==> src/rtl/core/dsbs_pkg.sv <==
// ----------------------------------------------------------------------------
// dsbs_pkg
// Types, codes and reset values of the DMA slot batch sequencer.
// ----------------------------------------------------------------------------
`default_nettype none

package dsbs_pkg;

   // Default size of the slot pool
   localparam int unsigned SLOT_COUNT_DEF = 2;

   // Request commands
   typedef enum logic [1:0] {
      CMD_IRQ     = 2'd0,
      CMD_DONE    = 2'd1,
      CMD_ERROR   = 2'd2,
      CMD_PROCESS = 2'd3
   } cmd_type;

   // Slot life cycle
   typedef enum logic [1:0] {
      SLOT_FREE   = 2'd0,
      SLOT_ACTIVE = 2'd1,
      SLOT_READY  = 2'd2
   } slot_state_type;

   // Outcome of a process request
   typedef enum logic [1:0] {
      PR_NONE      = 2'd0,
      PR_PUBLISHED = 2'd1,
      PR_DROPPED   = 2'd2
   } proc_result_type;

   // Register indexes of the configuration port
   localparam int unsigned CSR_INDEX_W = 3;
   localparam logic [CSR_INDEX_W-1:0] CSR_ENABLE     = 3'd0;
   localparam logic [CSR_INDEX_W-1:0] CSR_MID_OFFSET = 3'd1;
   localparam logic [CSR_INDEX_W-1:0] CSR_NOMINAL    = 3'd2;
   localparam logic [CSR_INDEX_W-1:0] CSR_DT_MIN     = 3'd3;
   localparam logic [CSR_INDEX_W-1:0] CSR_DT_MAX     = 3'd4;

   // Fault flag masks
   localparam logic [5:0] FAULT_IRQ_BUSY = 6'b00_0001;
   localparam logic [5:0] FAULT_NO_SLOT  = 6'b00_0010;
   localparam logic [5:0] FAULT_START    = 6'b00_0100;
   localparam logic [5:0] FAULT_XFER     = 6'b00_1000;
   localparam logic [5:0] FAULT_PARSE    = 6'b01_0000;
   localparam logic [5:0] FAULT_BAD_DT   = 6'b10_0000;

   // Configuration reset values
   localparam logic [15:0] NOMINAL_RST = 16'd1000;
   localparam logic [31:0] DT_MIN_RST  = 32'd500;
   localparam logic [31:0] DT_MAX_RST  = 32'd2000;

   typedef struct packed {
      logic        enable;
      logic [15:0] midpoint_offset_us;
      logic [15:0] nominal_period_us;
      logic [31:0] dt_min_us;
      logic [31:0] dt_max_us;
   } cfg_type;

   typedef struct packed {
      cmd_type     command;
      logic [31:0] now_us;
      logic        start_ok;
      logic        decode_ok;
   } req_type;

   typedef struct packed {
      logic            accepted;
      proc_result_type process_result;
      logic            slot_index;
      logic [31:0]     irq_time_us;
      logic [31:0]     sample_time_us;
      logic [31:0]     interval_us;
      logic [31:0]     sequence_res;
      logic [5:0]      fault_bits;
      logic            healthy;
      logic [31:0]     min_interval_us;
      logic [31:0]     max_interval_us;
   } rsp_type;

endpackage

`default_nettype wire

==> src/rtl/core/dma_slot_batch_sequencer.sv <==
// One request is taken per clock cycle while the result side does not stall. A
// request sits in the input register while the event logic works it against the
// slot pool, and its result lands in the result register when that register is
// free or being emptied; the result is then offered until it is taken.
// The pass from input register to result register is a single one, with every
// slot searched in parallel; a stalled result holds the input register and then
// the request side.
// ----------------------------------------------------------------------------
// dma_slot_batch_sequencer
// Transfer slot pool manager: claims, completes, frees and publishes batches.
// ----------------------------------------------------------------------------
`default_nettype none

module dma_slot_batch_sequencer
   import dsbs_pkg::*;
#(
   parameter int unsigned SLOT_COUNT = SLOT_COUNT_DEF
) (
   input  logic                   clock,
   input  logic                   reset,
   // request channel
   input  logic                   req_valid,
   output logic                   req_stall,
   input  logic [1:0]             req_command,
   input  logic [31:0]            req_now_us,
   input  logic                   req_start_ok,
   input  logic                   req_decode_ok,
   // result channel
   output logic                   rsp_valid,
   input  logic                   rsp_stall,
   output logic                   rsp_accepted,
   output logic [1:0]             rsp_process_result,
   output logic                   rsp_slot_index,
   output logic [31:0]            rsp_irq_time_us,
   output logic [31:0]            rsp_sample_time_us,
   output logic [31:0]            rsp_interval_us,
   output logic [31:0]            rsp_sequence_res,
   output logic [5:0]             rsp_fault_bits,
   output logic                   rsp_healthy,
   output logic [31:0]            rsp_min_interval_us,
   output logic [31:0]            rsp_max_interval_us,
   // configuration port
   input  logic                   csr_wr_en,
   input  logic [CSR_INDEX_W-1:0] csr_index,
   input  logic [31:0]            csr_wdata
);

   cfg_type cfg_ff, cfg_in;
   logic    in_valid_ff, in_valid_in;
   req_type in_ff;
   logic    rsp_valid_ff, rsp_valid_in;
   rsp_type rsp_ff, rsp_next;
   logic    fire, req_take;

   // Work the held request when the result register is free or being emptied
   assign fire      = in_valid_ff && (!rsp_valid_ff || !rsp_stall);
   assign req_stall = in_valid_ff && !fire;
   assign req_take  = req_valid && !req_stall;

   assign in_valid_in  = req_take || (in_valid_ff && !fire);
   assign rsp_valid_in = fire || (rsp_valid_ff && rsp_stall);

   // Configuration writes
   always_comb begin
      cfg_in = cfg_ff;
      if (csr_wr_en) begin
         case (csr_index)
            CSR_ENABLE:     cfg_in.enable             = csr_wdata[0];
            CSR_MID_OFFSET: cfg_in.midpoint_offset_us = csr_wdata[15:0];
            CSR_NOMINAL:    cfg_in.nominal_period_us  = csr_wdata[15:0];
            CSR_DT_MIN:     cfg_in.dt_min_us          = csr_wdata;
            CSR_DT_MAX:     cfg_in.dt_max_us          = csr_wdata;
            default: begin
            end
         endcase
      end
   end

   always_ff @(posedge clock) begin
      if (reset) begin
         cfg_ff.enable             <= 1'b0;
         cfg_ff.midpoint_offset_us <= '0;
         cfg_ff.nominal_period_us  <= NOMINAL_RST;
         cfg_ff.dt_min_us          <= DT_MIN_RST;
         cfg_ff.dt_max_us          <= DT_MAX_RST;
         in_valid_ff               <= 1'b0;
         rsp_valid_ff              <= 1'b0;
      end else begin
         cfg_ff       <= cfg_in;
         in_valid_ff  <= in_valid_in;
         rsp_valid_ff <= rsp_valid_in;
      end
   end

   // Input and result payload registers
   always_ff @(posedge clock) begin
      if (req_take) begin
         in_ff.command   <= cmd_type'(req_command);
         in_ff.now_us    <= req_now_us;
         in_ff.start_ok  <= req_start_ok;
         in_ff.decode_ok <= req_decode_ok;
      end
      if (fire) begin
         rsp_ff <= rsp_next;
      end
   end

   dsbs_core #(
      .SLOT_COUNT (SLOT_COUNT)
   ) u_core (
      .clock (clock),
      .reset (reset),
      .fire  (fire),
      .req   (in_ff),
      .cfg   (cfg_ff),
      .rsp   (rsp_next)
   );

   assign rsp_valid           = rsp_valid_ff;
   assign rsp_accepted        = rsp_ff.accepted;
   assign rsp_process_result  = rsp_ff.process_result;
   assign rsp_slot_index      = rsp_ff.slot_index;
   assign rsp_irq_time_us     = rsp_ff.irq_time_us;
   assign rsp_sample_time_us  = rsp_ff.sample_time_us;
   assign rsp_interval_us     = rsp_ff.interval_us;
   assign rsp_sequence_res    = rsp_ff.sequence_res;
   assign rsp_fault_bits      = rsp_ff.fault_bits;
   assign rsp_healthy         = rsp_ff.healthy;
   assign rsp_min_interval_us = rsp_ff.min_interval_us;
   assign rsp_max_interval_us = rsp_ff.max_interval_us;

endmodule

`default_nettype wire

==> src/rtl/core/dsbs_slot_pick.sv <==
// ----------------------------------------------------------------------------
// dsbs_slot_pick
// Finds the lowest free slot and the oldest ready slot of the pool.
// ----------------------------------------------------------------------------
`default_nettype none

module dsbs_slot_pick
   import dsbs_pkg::*;
#(
   parameter int unsigned SLOT_COUNT = SLOT_COUNT_DEF
) (
   input  slot_state_type                                  status [SLOT_COUNT],
   input  logic [31:0]                                     order  [SLOT_COUNT],
   output logic                                            free_found,
   output logic [((SLOT_COUNT > 1) ? $clog2(SLOT_COUNT) : 1)-1:0] free_idx,
   output logic                                            ready_found,
   output logic [((SLOT_COUNT > 1) ? $clog2(SLOT_COUNT) : 1)-1:0] ready_idx
);

   localparam int unsigned SLOT_W = (SLOT_COUNT > 1) ? $clog2(SLOT_COUNT) : 1;

   logic        older_mat [SLOT_COUNT][SLOT_COUNT];
   logic [31:0] order_diff;

   // Wrap-safe age compare of every pair, all in parallel
   always_comb begin
      order_diff = '0;
      for (int i = 0; i < SLOT_COUNT; i++) begin
         for (int j = 0; j < SLOT_COUNT; j++) begin
            order_diff      = order[i] - order[j];
            older_mat[i][j] = order_diff[31];
         end
      end
   end

   // Priority encode the lowest free slot
   always_comb begin
      free_found = 1'b0;
      free_idx   = '0;
      for (int i = SLOT_COUNT - 1; i >= 0; i--) begin
         if (status[i] == SLOT_FREE) begin
            free_found = 1'b1;
            free_idx   = SLOT_W'(i);
         end
      end
   end

   // Walk the ready slots in index order; a later slot wins only if strictly older
   always_comb begin
      ready_found = 1'b0;
      ready_idx   = '0;
      for (int i = 0; i < SLOT_COUNT; i++) begin
         if (status[i] == SLOT_READY && (!ready_found || older_mat[i][ready_idx])) begin
            ready_found = 1'b1;
            ready_idx   = SLOT_W'(i);
         end
      end
   end

endmodule

`default_nettype wire

==> src/rtl/core/dsbs_core.sv <==
// ----------------------------------------------------------------------------
// dsbs_core
// Slot pool state and the event logic that works one request in one pass.
// ----------------------------------------------------------------------------
`default_nettype none

module dsbs_core
   import dsbs_pkg::*;
#(
   parameter int unsigned SLOT_COUNT = SLOT_COUNT_DEF
) (
   input  logic    clock,
   input  logic    reset,
   input  logic    fire,
   input  req_type req,
   input  cfg_type cfg,
   output rsp_type rsp
);

   localparam int unsigned SLOT_W = (SLOT_COUNT > 1) ? $clog2(SLOT_COUNT) : 1;

   // Slot pool
   slot_state_type status_ff [SLOT_COUNT];
   slot_state_type status_in [SLOT_COUNT];
   logic [31:0]    irq_time_ff [SLOT_COUNT];
   logic [31:0]    order_ff    [SLOT_COUNT];

   // Sequencing state
   logic              filling_valid_ff, filling_valid_in;
   logic [SLOT_W-1:0] filling_slot_ff, filling_slot_in;
   logic [31:0]       order_cnt_ff, order_cnt_in;
   logic [5:0]        faults_ff, faults_in;
   logic              prev_valid_ff, prev_valid_in;
   logic [31:0]       prev_time_ff, prev_time_in;
   logic [31:0]       seq_ff, seq_in;
   logic [31:0]       min_dt_ff, min_dt_in;
   logic [31:0]       max_dt_ff, max_dt_in;

   // Slot store write controls
   logic              irq_we;
   logic [SLOT_W-1:0] irq_wsel;
   logic              order_we;

   // Search results and datapath
   logic              free_found, ready_found;
   logic [SLOT_W-1:0] free_idx, ready_idx;
   logic [31:0]       irq_rd, ts, dt_meas, dt;
   logic              dt_bad, dt_ok;

   dsbs_slot_pick #(
      .SLOT_COUNT (SLOT_COUNT)
   ) u_pick (
      .status      (status_ff),
      .order       (order_ff),
      .free_found  (free_found),
      .free_idx    (free_idx),
      .ready_found (ready_found),
      .ready_idx   (ready_idx)
   );

   // Sample time and measured interval of the oldest ready slot
   assign irq_rd  = irq_time_ff[ready_idx];
   assign ts      = irq_rd - {16'd0, cfg.midpoint_offset_us};
   assign dt_meas = ts - prev_time_ff;
   assign dt_bad  = (dt_meas < cfg.dt_min_us) || (dt_meas > cfg.dt_max_us);
   assign dt      = prev_valid_ff ? dt_meas : {16'd0, cfg.nominal_period_us};
   assign dt_ok   = !prev_valid_ff || !dt_bad;

   // Next state and result of the request in the input register
   always_comb begin
      status_in        = status_ff;
      filling_valid_in = filling_valid_ff;
      filling_slot_in  = filling_slot_ff;
      order_cnt_in     = order_cnt_ff;
      faults_in        = faults_ff;
      prev_valid_in    = prev_valid_ff;
      prev_time_in     = prev_time_ff;
      seq_in           = seq_ff;
      min_dt_in        = min_dt_ff;
      max_dt_in        = max_dt_ff;
      irq_we           = 1'b0;
      irq_wsel         = free_idx;
      order_we         = 1'b0;
      rsp              = '0;

      if (fire && cfg.enable) begin
         case (req.command)
            CMD_IRQ: begin
               if (filling_valid_ff) begin
                  faults_in = faults_ff | FAULT_IRQ_BUSY;
               end else if (!free_found) begin
                  faults_in = faults_ff | FAULT_NO_SLOT;
               end else begin
                  rsp.slot_index = free_idx[0];
                  irq_we         = 1'b1;
                  if (req.start_ok) begin
                     status_in[free_idx] = SLOT_ACTIVE;
                     filling_valid_in    = 1'b1;
                     filling_slot_in     = free_idx;
                     rsp.accepted        = 1'b1;
                  end else begin
                     // start failed: slot stays free
                     status_in[free_idx] = SLOT_FREE;
                     filling_valid_in    = 1'b0;
                     faults_in           = faults_ff | FAULT_START;
                  end
               end
            end
            CMD_DONE: begin
               if (filling_valid_ff) begin
                  order_we                   = 1'b1;
                  order_cnt_in               = order_cnt_ff + 32'd1;
                  status_in[filling_slot_ff] = SLOT_READY;
                  rsp.slot_index             = filling_slot_ff[0];
                  rsp.accepted               = 1'b1;
               end
               filling_valid_in = 1'b0;
            end
            CMD_ERROR: begin
               if (filling_valid_ff) begin
                  status_in[filling_slot_ff] = SLOT_FREE;
                  rsp.slot_index             = filling_slot_ff[0];
               end
               filling_valid_in = 1'b0;
               faults_in        = faults_ff | FAULT_XFER;
               rsp.accepted     = 1'b1;
            end
            CMD_PROCESS: begin
               if (ready_found) begin
                  status_in[ready_idx] = SLOT_FREE;
                  rsp.slot_index       = ready_idx[0];
                  rsp.irq_time_us      = irq_rd;
                  if (!req.decode_ok) begin
                     faults_in          = faults_ff | FAULT_PARSE;
                     rsp.process_result = PR_DROPPED;
                  end else begin
                     // publish: report pending faults, then clear them
                     rsp.fault_bits      = dt_ok ? faults_ff : (faults_ff | FAULT_BAD_DT);
                     faults_in           = '0;
                     prev_valid_in       = 1'b1;
                     prev_time_in        = ts;
                     seq_in              = seq_ff + 32'd1;
                     min_dt_in           = (min_dt_ff == 32'd0 || min_dt_ff > dt) ?
                                           dt : min_dt_ff;
                     max_dt_in           = (max_dt_ff < dt) ? dt : max_dt_ff;
                     rsp.accepted        = 1'b1;
                     rsp.process_result  = PR_PUBLISHED;
                     rsp.sample_time_us  = ts;
                     rsp.interval_us     = dt;
                     rsp.sequence_res    = seq_in;
                     rsp.healthy         = dt_ok && (rsp.fault_bits == 6'd0);
                     rsp.min_interval_us = min_dt_in;
                     rsp.max_interval_us = max_dt_in;
                  end
               end
            end
            default: begin
            end
         endcase
      end
   end

   // Control state
   always_ff @(posedge clock) begin
      if (reset) begin
         for (int i = 0; i < SLOT_COUNT; i++) begin
            status_ff[i] <= SLOT_FREE;
         end
         filling_valid_ff <= 1'b0;
         filling_slot_ff  <= '0;
         order_cnt_ff     <= '0;
         faults_ff        <= '0;
         prev_valid_ff    <= 1'b0;
         prev_time_ff     <= '0;
         seq_ff           <= '0;
         min_dt_ff        <= '0;
         max_dt_ff        <= '0;
      end else begin
         status_ff        <= status_in;
         filling_valid_ff <= filling_valid_in;
         filling_slot_ff  <= filling_slot_in;
         order_cnt_ff     <= order_cnt_in;
         faults_ff        <= faults_in;
         prev_valid_ff    <= prev_valid_in;
         prev_time_ff     <= prev_time_in;
         seq_ff           <= seq_in;
         min_dt_ff        <= min_dt_in;
         max_dt_ff        <= max_dt_in;
      end
   end

   // Slot timestamps and completion numbers, written before being read
   always_ff @(posedge clock) begin
      if (irq_we) begin
         irq_time_ff[irq_wsel] <= req.now_us;
      end
      if (order_we) begin
         order_ff[filling_slot_ff] <= order_cnt_ff;
      end
   end

endmodule

`default_nettype wire

==> config.mk <==
export PLATFORM = sky130hd
export DESIGN_NAME = dma_slot_batch_sequencer
export DESIGN_NICKNAME = d
export VERILOG_FILES = /design/src/rtl/core/dsbs_pkg.sv /design/src/rtl/core/dma_slot_batch_sequencer.sv /design/src/rtl/core/dsbs_slot_pick.sv /design/src/rtl/core/dsbs_core.sv
export SDC_FILE = /design/constraint.sdc
export NUM_CORES = 1
export LEC_CHECK = 0
export ABC_CLOCK_PERIOD_IN_PS = 36800
export CAP_MARGIN = 20
export CORE_MARGIN = 2
export CORE_UTILIZATION = 55
export CTS_CLUSTER_SIZE = 10
export DETAILED_ROUTE_END_ITERATION = 6
export DONT_BUFFER_PORTS = 1
export GPL_TIMING_DRIVEN = 0
export HOLD_SLACK_MARGIN = 0.03
export PLACE_DENSITY = 0.69
export SKIP_CTS_REPAIR_TIMING = 1
export SLEW_MARGIN = 20
export SYNTH_ARGS = -nofsm -noshare
export SYNTH_HDL_FRONTEND = slang
export SYNTH_HIERARCHICAL = 1
export SYNTH_SLANG_ARGS = --single-unit
==> constraint.sdc <==
create_clock -name clock -period 36.8 [get_ports clock]
set_clock_uncertainty 0.2 [all_clocks]
set_input_delay 7.36 -clock clock [delete_from_list [all_inputs] [get_ports clock]]
set_output_delay 7.36 -clock clock [all_outputs]
set_load 0.05 [all_outputs]
==> results of run 1 <==
-- placed cells by master, fill, tap and decap left out, types with 11 or more instances in the layout --
master,netlist,layout
a21o_1,44,44
inv_1,194,194
nor2_1,306,303
clkbuf_16,0,75
a211oi_1,70,68
a21oi_1,158,157
clkbuf_1,110,161
or3_1,31,31
buf_2,11,15
nand3_1,95,95
xnor2_1,52,50
nor3_1,49,49
nand2_1,211,211
and3_1,34,34
ha_1,209,209
o21ai_0,109,109
nand2b_1,121,121
dfxtp_1,271,271
or2_2,11,11
xor2_1,68,68
nor2b_1,21,21
edfxtp_1,367,367
nor4_1,23,21
mux2i_1,135,130
a31oi_1,17,17
and2_1,40,39
nand4_1,46,46
o211ai_1,18,18
mux2_2,16,16
o21a_1,16,16
-- how the worst max path moves through the flow --
stage          slack [ns]                  endpoint
2_1_floorplan        7.29  u_core/irq_time_ff[0][0]
3_3_place_gp        -2.45  u_core/irq_time_ff[0][7]
3_5_place_dp        21.38                 req_stall
4_1_cts             21.38                 req_stall
5_1_grt             21.33                 req_stall
6_report            21.38                 req_stall
-- flip-flops by register name, summed over array words and instances, names as in the netlist, 32 cells and up --
name,cells
cfg_ff,97
u_core/max_dt_ff,32
rsp_irq_time_us,32
rsp_interval_us,32
rsp_min_interval_us,32
u_core/seq_ff,32
rsp_sample_time_us,32
u_core/prev_time_ff,32
rsp_max_interval_us,32
u_core/min_dt_ff,32
u_core/order_cnt_ff,32
rsp_sequence_res,32
in_ff,36
u_core/irq_time_ff,64
u_core/order_ff,64
-- synthesized netlist by cell type, drive strengths merged (70+ instances only) --
master | n | share of area
edfxtp | 367 | 0.35
nor2 | 306 | 0.036
dfxtp | 271 | 0.17
nand2 | 211 | 0.025
ha | 209 | 0.082
inv | 195 | 0.023
a21oi | 158 | 0.025
mux2i | 136 | 0.043
nand2b | 121 | 0.024
clkbuf | 110 | 0.013
o21ai | 110 | 0.017
nand3 | 95 | 0.015
a211oi | 70 | 0.017
-- power by group through the flow --
stage	sequential, uW	combinational [uW]	clock (uW)
4_1_cts	799	62.0	704
5_1_grt	800	67.6	732
2_1_floorplan	818	39.0	0
6_report	799	62.7	693
3_3_place_gp	824	55.3	0
3_5_place_dp	814	61.4	0
-- metal layers --
metal  GRT usage  wire length (um)
met5           0                 0
met4       0.111              3040
met3      0.0539              6960
met2       0.501             43300
met1       0.406             39300
-- worst register-to-register path, delay by kind of cell, from the launching register on --
| family | cells | cell delay (ns) |
|---|---|---|
| compound gates | 14 | 4.09 |
| simple gates | 13 | 3.17 |
| buf+inv | 7 | 2.90 |
| fa+ha+maj | 4 | 1.34 |
| xor+xnor | 1 | 0.94 |
| mux | 1 | 0.62 |
| flops | 1 | 0.37 |
-- cell type report --
cell class	instances	area, um^2	area share
Inverter	196	736	0.0207
Clock inverter	9	169	0.00476
Clock buffer	129	2110	0.0594
Buffer	137	577	0.0162
Tap cell	765	957	0.0269
Sequential cell	638	16400	0.463
Antenna cell	1	2.50	0.0000705
Timing Repair Buffer	19	373	0.0105
Multi-Input combinational cell	2076	14100	0.398
-- cell families after synthesis --
family                   share of synthesized area
multiplexers                                0.0486
buffers and inverters                       0.0413
AND/OR/NAND/NOR                              0.162
AO/OA/AOI/OAI                                0.114
XOR/XNOR                                    0.0338
adder cells (fa/ha/maj)                     0.0835
flip-flops                                   0.517
-- per-stage QoR --
stage	instances	hold slack [ns]
after global routing	3969	0.245
after detailed placement	3831	0.229
after CTS	3969	0.241
after floorplan	3047	0.221
after global placement	3812	0.225
final	3970	0.237
==> results.yml, run 1 <==
synthesis:
  ys_seq_elements: 638
  synth_top_flop_cell: "edfxtp_1"
  ys_seq_area_frac: 0.517
  yosys_warnings: 6
  synth-edff-count: 367
  synth_nets: 3334
  synth.distinct_cells: 91
  synth-async-reset-ratio: 0
  netlist_area_um2: 31800
  postSynthCellCount: 3047
  syn_area_per_cell_um2: 10.4
placed_design:
  gp_congestion: 0.954
  place_area_um2: 33200
  port_buffers: 0
  place_ws_ns: 21.38
  hpwl_mm: 70.0
route:
  vias: 24000
  first_pass_iters: 5
  drt_wl_total_mm: 92.6
  first_iter_violations: 2378
  drc: 0
  wl_per_cell_um: 23.3
  viasPerCell: 6.05
  postRouteAntennaNets: 0
grt:
  grt-ovfl-total: 0
  antenna_found_initial: 1
  grt_pass1_wl_mm: 139
  grt_pass1_vias: 23300
  grt_max_degree: 30
  grt_usage: 0.305
worst_setup_path:
  path_depth: 2
  worstSetupPathType: "in -> out"
  cp_num_buf_inv: 1
  path_cells: "nand3_1 -> inv_1"
  cp_data_arrival_time_ns: 7.86
  r2r-end: "rsp_min_interval_us[31]"
  cp_slowest_cell: "inv_1"
  max_stage_delay_ns: 0.43
  critPathTopFamily: "buffers and inverters"
  ff2ff_setup_slack_ns: 22.96
  startpoint_type: "primary input"
  cp_max_fo: 3
  endpoint_kind: "primary output"
  setup.worst_path.start: "rsp_stall"
  reg2reg_from: "u_core/order_ff[18]"
  worstPathRequired_ns: 29.24
  r2r_cells: 40
clocking:
  clock_latency_ns: 0.64
  htree_levels: 3
  cts.sinks: 638
  cts_tree: "built"
  clk_pin_slew_ns: 0.05
  cts_inserted_buffers: 75
  cts.path.max_buffers: 3
  clock-root-buffer: "clkbuf_16"
power_and_ir_drop:
  internal-power_uw: 1180
  combinationalPowerShare: 0.040
  pwr-share-clk: 0.446
  ir_drop_mv: 0.0374
  totalPowerFinal_uw: 1550
  power_density_nw_per_um2: 43.8
  p_leak_uw: 0.0133
  net-switching-power_uw: 374
  sw_frac_of_total: 0.241
  pwr-share-seq: 0.514
hold_path:
  min_path_cells: 0
  min-delay-start: "in_ff[6]"
  hold_path_class: "reg -> reg"
  holdPathEnd: "u_core/irq_time_ff[1][4]"
floorplanning:
  pin_count: 281
  core_area_um2: 57500
  die_area_um2: 59800
  start_util: 0.553
  die_h_um: 244
  die_w_um: 244
  rows: 88
timing:
  tns_ns: 0
  maxSlewHeadroom: 0.215
  period_share: 0.419
  period_minus_slack_ns: 15.42
  setup_ws_ns: 21.38
  final-setup-viol-count: 0
  slew_violations: 0
  final-hold-violation-count: 0
  rsz0062_at_grt: "no"
  fmax_mhz: 64.9
  tightestPinTransition_ns: 1.14
outcome:
  outcome: "finished clean"
layout:
  stdcell_area_um2: 35500
  drive_gt1_frac: 0.0599
  syn2layout_area_growth_pct: 11.7
  utilization: 0.618
  fin_nets: 3430
  fillers: 4790
job:
  maxCapViolations: 0
(Power assumes the default switching activity.)
==> run 2, diff against run 1 <==
- ABC_CLOCK_PERIOD_IN_PS: 36800 -> 15300
- clock period: 36.8 -> 15.3 ns (I/O delays scaled with it)
==> run 2 against run 1 <==
Effect of this change:
- sequential power up 140%
- global-route usage is 0.38 points higher
- final area is essentially flat
- critical endpoint is now rsp_min_interval_us[31]
- sequential cell count stayed put
- register-to-register slack worse by 21 ns
- largest power group unchanged
- hold slack gained 0.0029 ns
- die area is the same
==> results.yml, run 2 (synthesized netlist as in run 1, its figures left out) <==
worst_setup_path:
  worstSetupPathType: "reg -> reg"
  cp_num_buf_inv: 6
  endpoint_kind: "register"
  max_stage_delay_ns: 0.80
  critPathTopFamily: "compound AO/OA/AOI/OAI gates"
  crit_top_cell: "ha_1"
  cp_slowest_cell: "xnor2_1"
  cp_max_fo: 10
  worstPathRequired_ns: 15.51
  startpoint_type: "register"
  cp_data_arrival_time_ns: 13.91
  ff2ff_setup_slack_ns: 1.60
placed_design:
  port_buffers: 0
  placedCellCount: 3832
  place_ws_ns: 1.90
  gp_congestion: 0.976
  hpwl_mm: 70.0
timing:
  rsz0062_at_grt: "no"
  tightestPinTransition_ns: 1.25
  setup_ws_ns: 1.60
  final-setup-viol-count: 0
  slew_violations: 0
  period_minus_slack_ns: 13.70
  fmax_mhz: 73.0
  period_share: 0.896
  final-hold-violation-count: 0
  maxSlewHeadroom: 0.163
  holdWs_ns: 0.240
layout:
  layoutNonFillerInstCount: 3968
  max_flop_register: "cfg_ff"
  mostFrequentLayoutCell: "edfxtp_1"
  final_cell_mix: "edfxtp_1, nor2_1, dfxtp_1"
  syn2layout_area_growth_pct: 11.7
  antenna_cells: 0
  fillers: 4720
  fin_nets: 3431
  largest_reg_flops: 97
  drive_gt1_frac: 0.0606
  reg_top3: "cfg_ff x97, u_core/irq_time_ff x64, u_core/order_ff x64"
floorplanning:
  die_w_um: 244
  core_area_um2: 57500
  pin_count: 281
  start_util: 0.553
  rows: 88
  die_area_um2: 59800
  die_h_um: 244
clocking:
  clock_latency_ns: 0.64
  clk_pin_slew_ns: 0.06
  htree_levels: 3
  cts.path.max_buffers: 3
  cts.sinks: 638
  clock-root-buffer: "clkbuf_16"
  cts_inserted_buffers: 75
  cts_tree: "built"
grt:
  grt_max_degree: 27
  grt_usage: 0.309
  grt-ovfl-total: 0
  grt_pass1_vias: 23600
  grt_pass1_wl_mm: 140
  antenna_found_initial: 0
route:
  drt_wl_total_mm: 92.8
  postRouteAntennaNets: 0
  first_pass_iters: 6
  drc: 0
  vias: 24000
  wl_per_cell_um: 23.4
  first_iter_violations: 2127
  viasPerCell: 6.05
job:
  maxCapViolations: 0
power_and_ir_drop:
  p_leak_uw: 0.0133
  ir_drop_mv: 0.130
  power_density_nw_per_um2: 105
hold_path:
  hold_path_class: "reg -> reg"
outcome:
  outcome: "finished clean"
## run 2: cell types whose count changed in the layout (fill, tap and decap cells not counted), sizes merged
cell	previous run	this run
clkinv	9	6
buf	46	47
diode	1	0
inv	196	198
clkbuf	239	238
## run 2: power by group
group	internal (uW)	switching (uW)	total (uW)
logic	51.8	99.2	151
registers	1840	80.4	1920
clock network	960	709	1670
## run 2: per-layer routing
metal | GRT usage | vias to the layer above | share of wire
li1 | - | 11200 | -
met1 | 0.411 | 11700 | 0.42
met2 | 0.504 | 982 | 0.47
met3 | 0.0551 | 189 | 0.071
met4 | 0.117 | 0 | 0.034
met5 | 0 | - | 0
## run 2: metrics by stage
stage	total power (uW)	area, um^2	TNS (ns)	util
global route	3850	35500	0	0.618
floorplan	2050	31800	0	-
finish	3740	35500	0	0.618
CTS	3770	35500	0	0.618
detailed placement	2110	33300	0	0.579
global placement	2100	32800	-130.96	0.570
## run 2: worst paths after layout
check	from	end	depth (start not counted)
max reg2reg	u_core/order_ff[30]	rsp_min_interval_us[31]	41
max	u_core/order_ff[30]	rsp_min_interval_us[31]	41
min reg2reg	in_ff[5]	u_core/irq_time_ff[0][3]	0
min	in_ff[5]	u_core/irq_time_ff[0][3]	0
## run 2: layout make-up
| type | count | area (um^2) | share of cell area |
|---|---|---|---|
| sequential | 638 | 16400 | 0.463 |
| multi-input combinational | 2076 | 14200 | 0.398 |
| timing repair buffer | 20 | 390 | 0.0110 |
| inverter | 196 | 736 | 0.0207 |
| tap | 765 | 957 | 0.0269 |
| clock inverter | 8 | 123 | 0.00345 |
| buffer | 137 | 577 | 0.0162 |
| clock buffer | 128 | 2150 | 0.0605 |
==> run 3, diff against run 2 <==
- CORE_UTILIZATION: 55 -> 40
- PLACE_DENSITY: 0.69 -> 0.53
==> run 3 against run 2 <==
Effect of this change:
- sequential share of layout area decreased by 0.59 points
- critical path depth unchanged
- combinational power is 3% higher
- via count is 2.1% lower
- total power grew 1.2%
- worst setup slack gained 0.026 ns
- highest routed layer unchanged
- largest cell class unchanged
- clock power is 2% higher
==> results.yml, run 3 (synthesized netlist as in run 1, its figures left out) <==
worst_setup_path:
  cp_slowest_cell: "xnor2_1"
  crit_top_cell: "ha_1"
  worstSetupPathType: "reg -> reg"
  r2r_cells: 41
  cp_max_fo: 10
  cp_data_arrival_time_ns: 13.86
  reg2reg_from: "u_core/order_ff[29]"
  r2r-end: "rsp_min_interval_us[31]"
  endpoint_kind: "register"
  worstPathRequired_ns: 15.48
  max_stage_delay_ns: 0.83
  ff2ff_setup_slack_ns: 1.62
  startpoint_type: "register"
power_and_ir_drop:
  power_density_nw_per_um2: 105
  ir_drop_mv: 0.0926
  p_leak_uw: 0.0134
floorplanning:
  rows: 103
  die_area_um2: 81800
  core_area_um2: 78900
  die_w_um: 286
  pin_count: 281
  die_h_um: 286
  start_util: 0.403
placed_design:
  port_buffers: 0
  gp_congestion: 0.898
  placedCellCount: 4116
  hpwl_mm: 76.2
timing:
  slew_violations: 0
  tightestPinTransition_ns: 1.09
  rsz0062_at_grt: "no"
  period_share: 0.894
  fmax_mhz: 73.1
  tns_ns: 0
  maxSlewHeadroom: 0.252
  period_minus_slack_ns: 13.68
  final-setup-viol-count: 0
  final-hold-violation-count: 0
clocking:
  clk_pin_slew_ns: 0.06
  cts_tree: "built"
  clock-root-buffer: "clkbuf_16"
  cts_inserted_buffers: 78
  cts.path.max_buffers: 3
  cts.sinks: 638
  htree_levels: 3
  clock_latency_ns: 0.64
layout:
  layoutNonFillerInstCount: 4259
  final_cell_mix: "edfxtp_1, nor2_1, dfxtp_1"
  mostFrequentLayoutCell: "edfxtp_1"
  reg_top3: "cfg_ff x97, u_core/irq_time_ff x64, u_core/order_ff x64"
  max_flop_register: "cfg_ff"
  syn2layout_area_growth_pct: 13.2
  fillers: 7385
  fin_nets: 3433
  largest_reg_flops: 97
  drive_gt1_frac: 0.0643
route:
  postRouteAntennaNets: 0
  first_iter_violations: 1840
  drc: 0
  wl_per_cell_um: 23.2
  vias: 23500
  first_pass_iters: 5
  viasPerCell: 5.51
  drt_wl_total_mm: 98.9
grt:
  grt_max_degree: 27
  grt_pass1_wl_mm: 146
  grt_usage: 0.238
  antenna_found_initial: 0
  grt_pass1_vias: 23200
  grt-ovfl-total: 0
hold_path:
  min_path_cells: 0
  min-delay-start: "in_ff[7]"
  hold_path_class: "reg -> reg"
  holdPathEnd: "u_core/irq_time_ff[1][5]"
outcome:
  outcome: "finished clean"
job:
  maxCapViolations: 0
[run 3: stage by stage]
step                area [um^2]  hold slack (ns)   util  power (uW)  setup slack (ns)
detailed placement        33700            0.230  0.427        2110              1.66
floorplan                 31800            0.221      -        2050              1.13
finish                    36000            0.234  0.456        3790              1.62
global placement          33100            0.228  0.420        2110             -4.63
CTS                       36000            0.237  0.456        3830              1.66
global route              36000            0.246  0.456        3920             0.670
[run 3: area by class of cell]
type                       count  area (um^2)  area share
sequential                   638        16400       0.457
multi-input combinational   2076        14200       0.394
clock buffer                 126         2200      0.0612
tap                         1050         1310      0.0365
inverter                     196          736      0.0204
buffer                       137          577      0.0160
timing repair buffer          19          405      0.0113
clock inverter                14          126     0.00351
antenna                        3         7.51    0.000209
[run 3: report_power, final]
group / switching (uW) / internal [uW] / leakage [uW]
Sequential: 80.4 / 1840 / 0.00582
Combinational: 103 / 52.6 / 0.00639
Clock: 710 / 1000 / 0.00113
Total: 892 / 2900 / 0.0134
[run 3: worst max-delay path by stage]
stage / startpoint / end / slack [ns] / cells past startpoint
5_1_grt: u_core/order_ff[40] / rsp_min_interval_us[31] / 0.67 / 42
4_1_cts: u_core/order_ff[29] / rsp_min_interval_us[31] / 1.66 / 41
6_report: u_core/order_ff[29] / rsp_min_interval_us[31] / 1.62 / 41
3_3_place_gp: rsp_stall / u_core/irq_time_ff[0][7] / -4.63 / 3
3_5_place_dp: u_core/order_ff[29] / rsp_min_interval_us[31] / 1.66 / 41
2_1_floorplan: rsp_stall / u_core/irq_time_ff[0][0] / 1.13 / 3
[run 3: worst max-delay path, delay by kind of cell (launching register included)]
family	cells	cell delay (ns)
AOI/OAI and AO/OA	14	4.21
xor gates and xnor gates	1	0.83
adders and majority gates	4	1.28
buffers and inverters	7	2.79
DFF	1	0.36
muxes	1	0.59
and+or+nand+nor	14	3.12
[run 3: metal layers]
metal | wire, um | GRT usage
met5 | 0 | 0
met4 | 2750 | 0.0798
met1 | 42800 | 0.308
met3 | 6230 | 0.0458
met2 | 47200 | 0.398
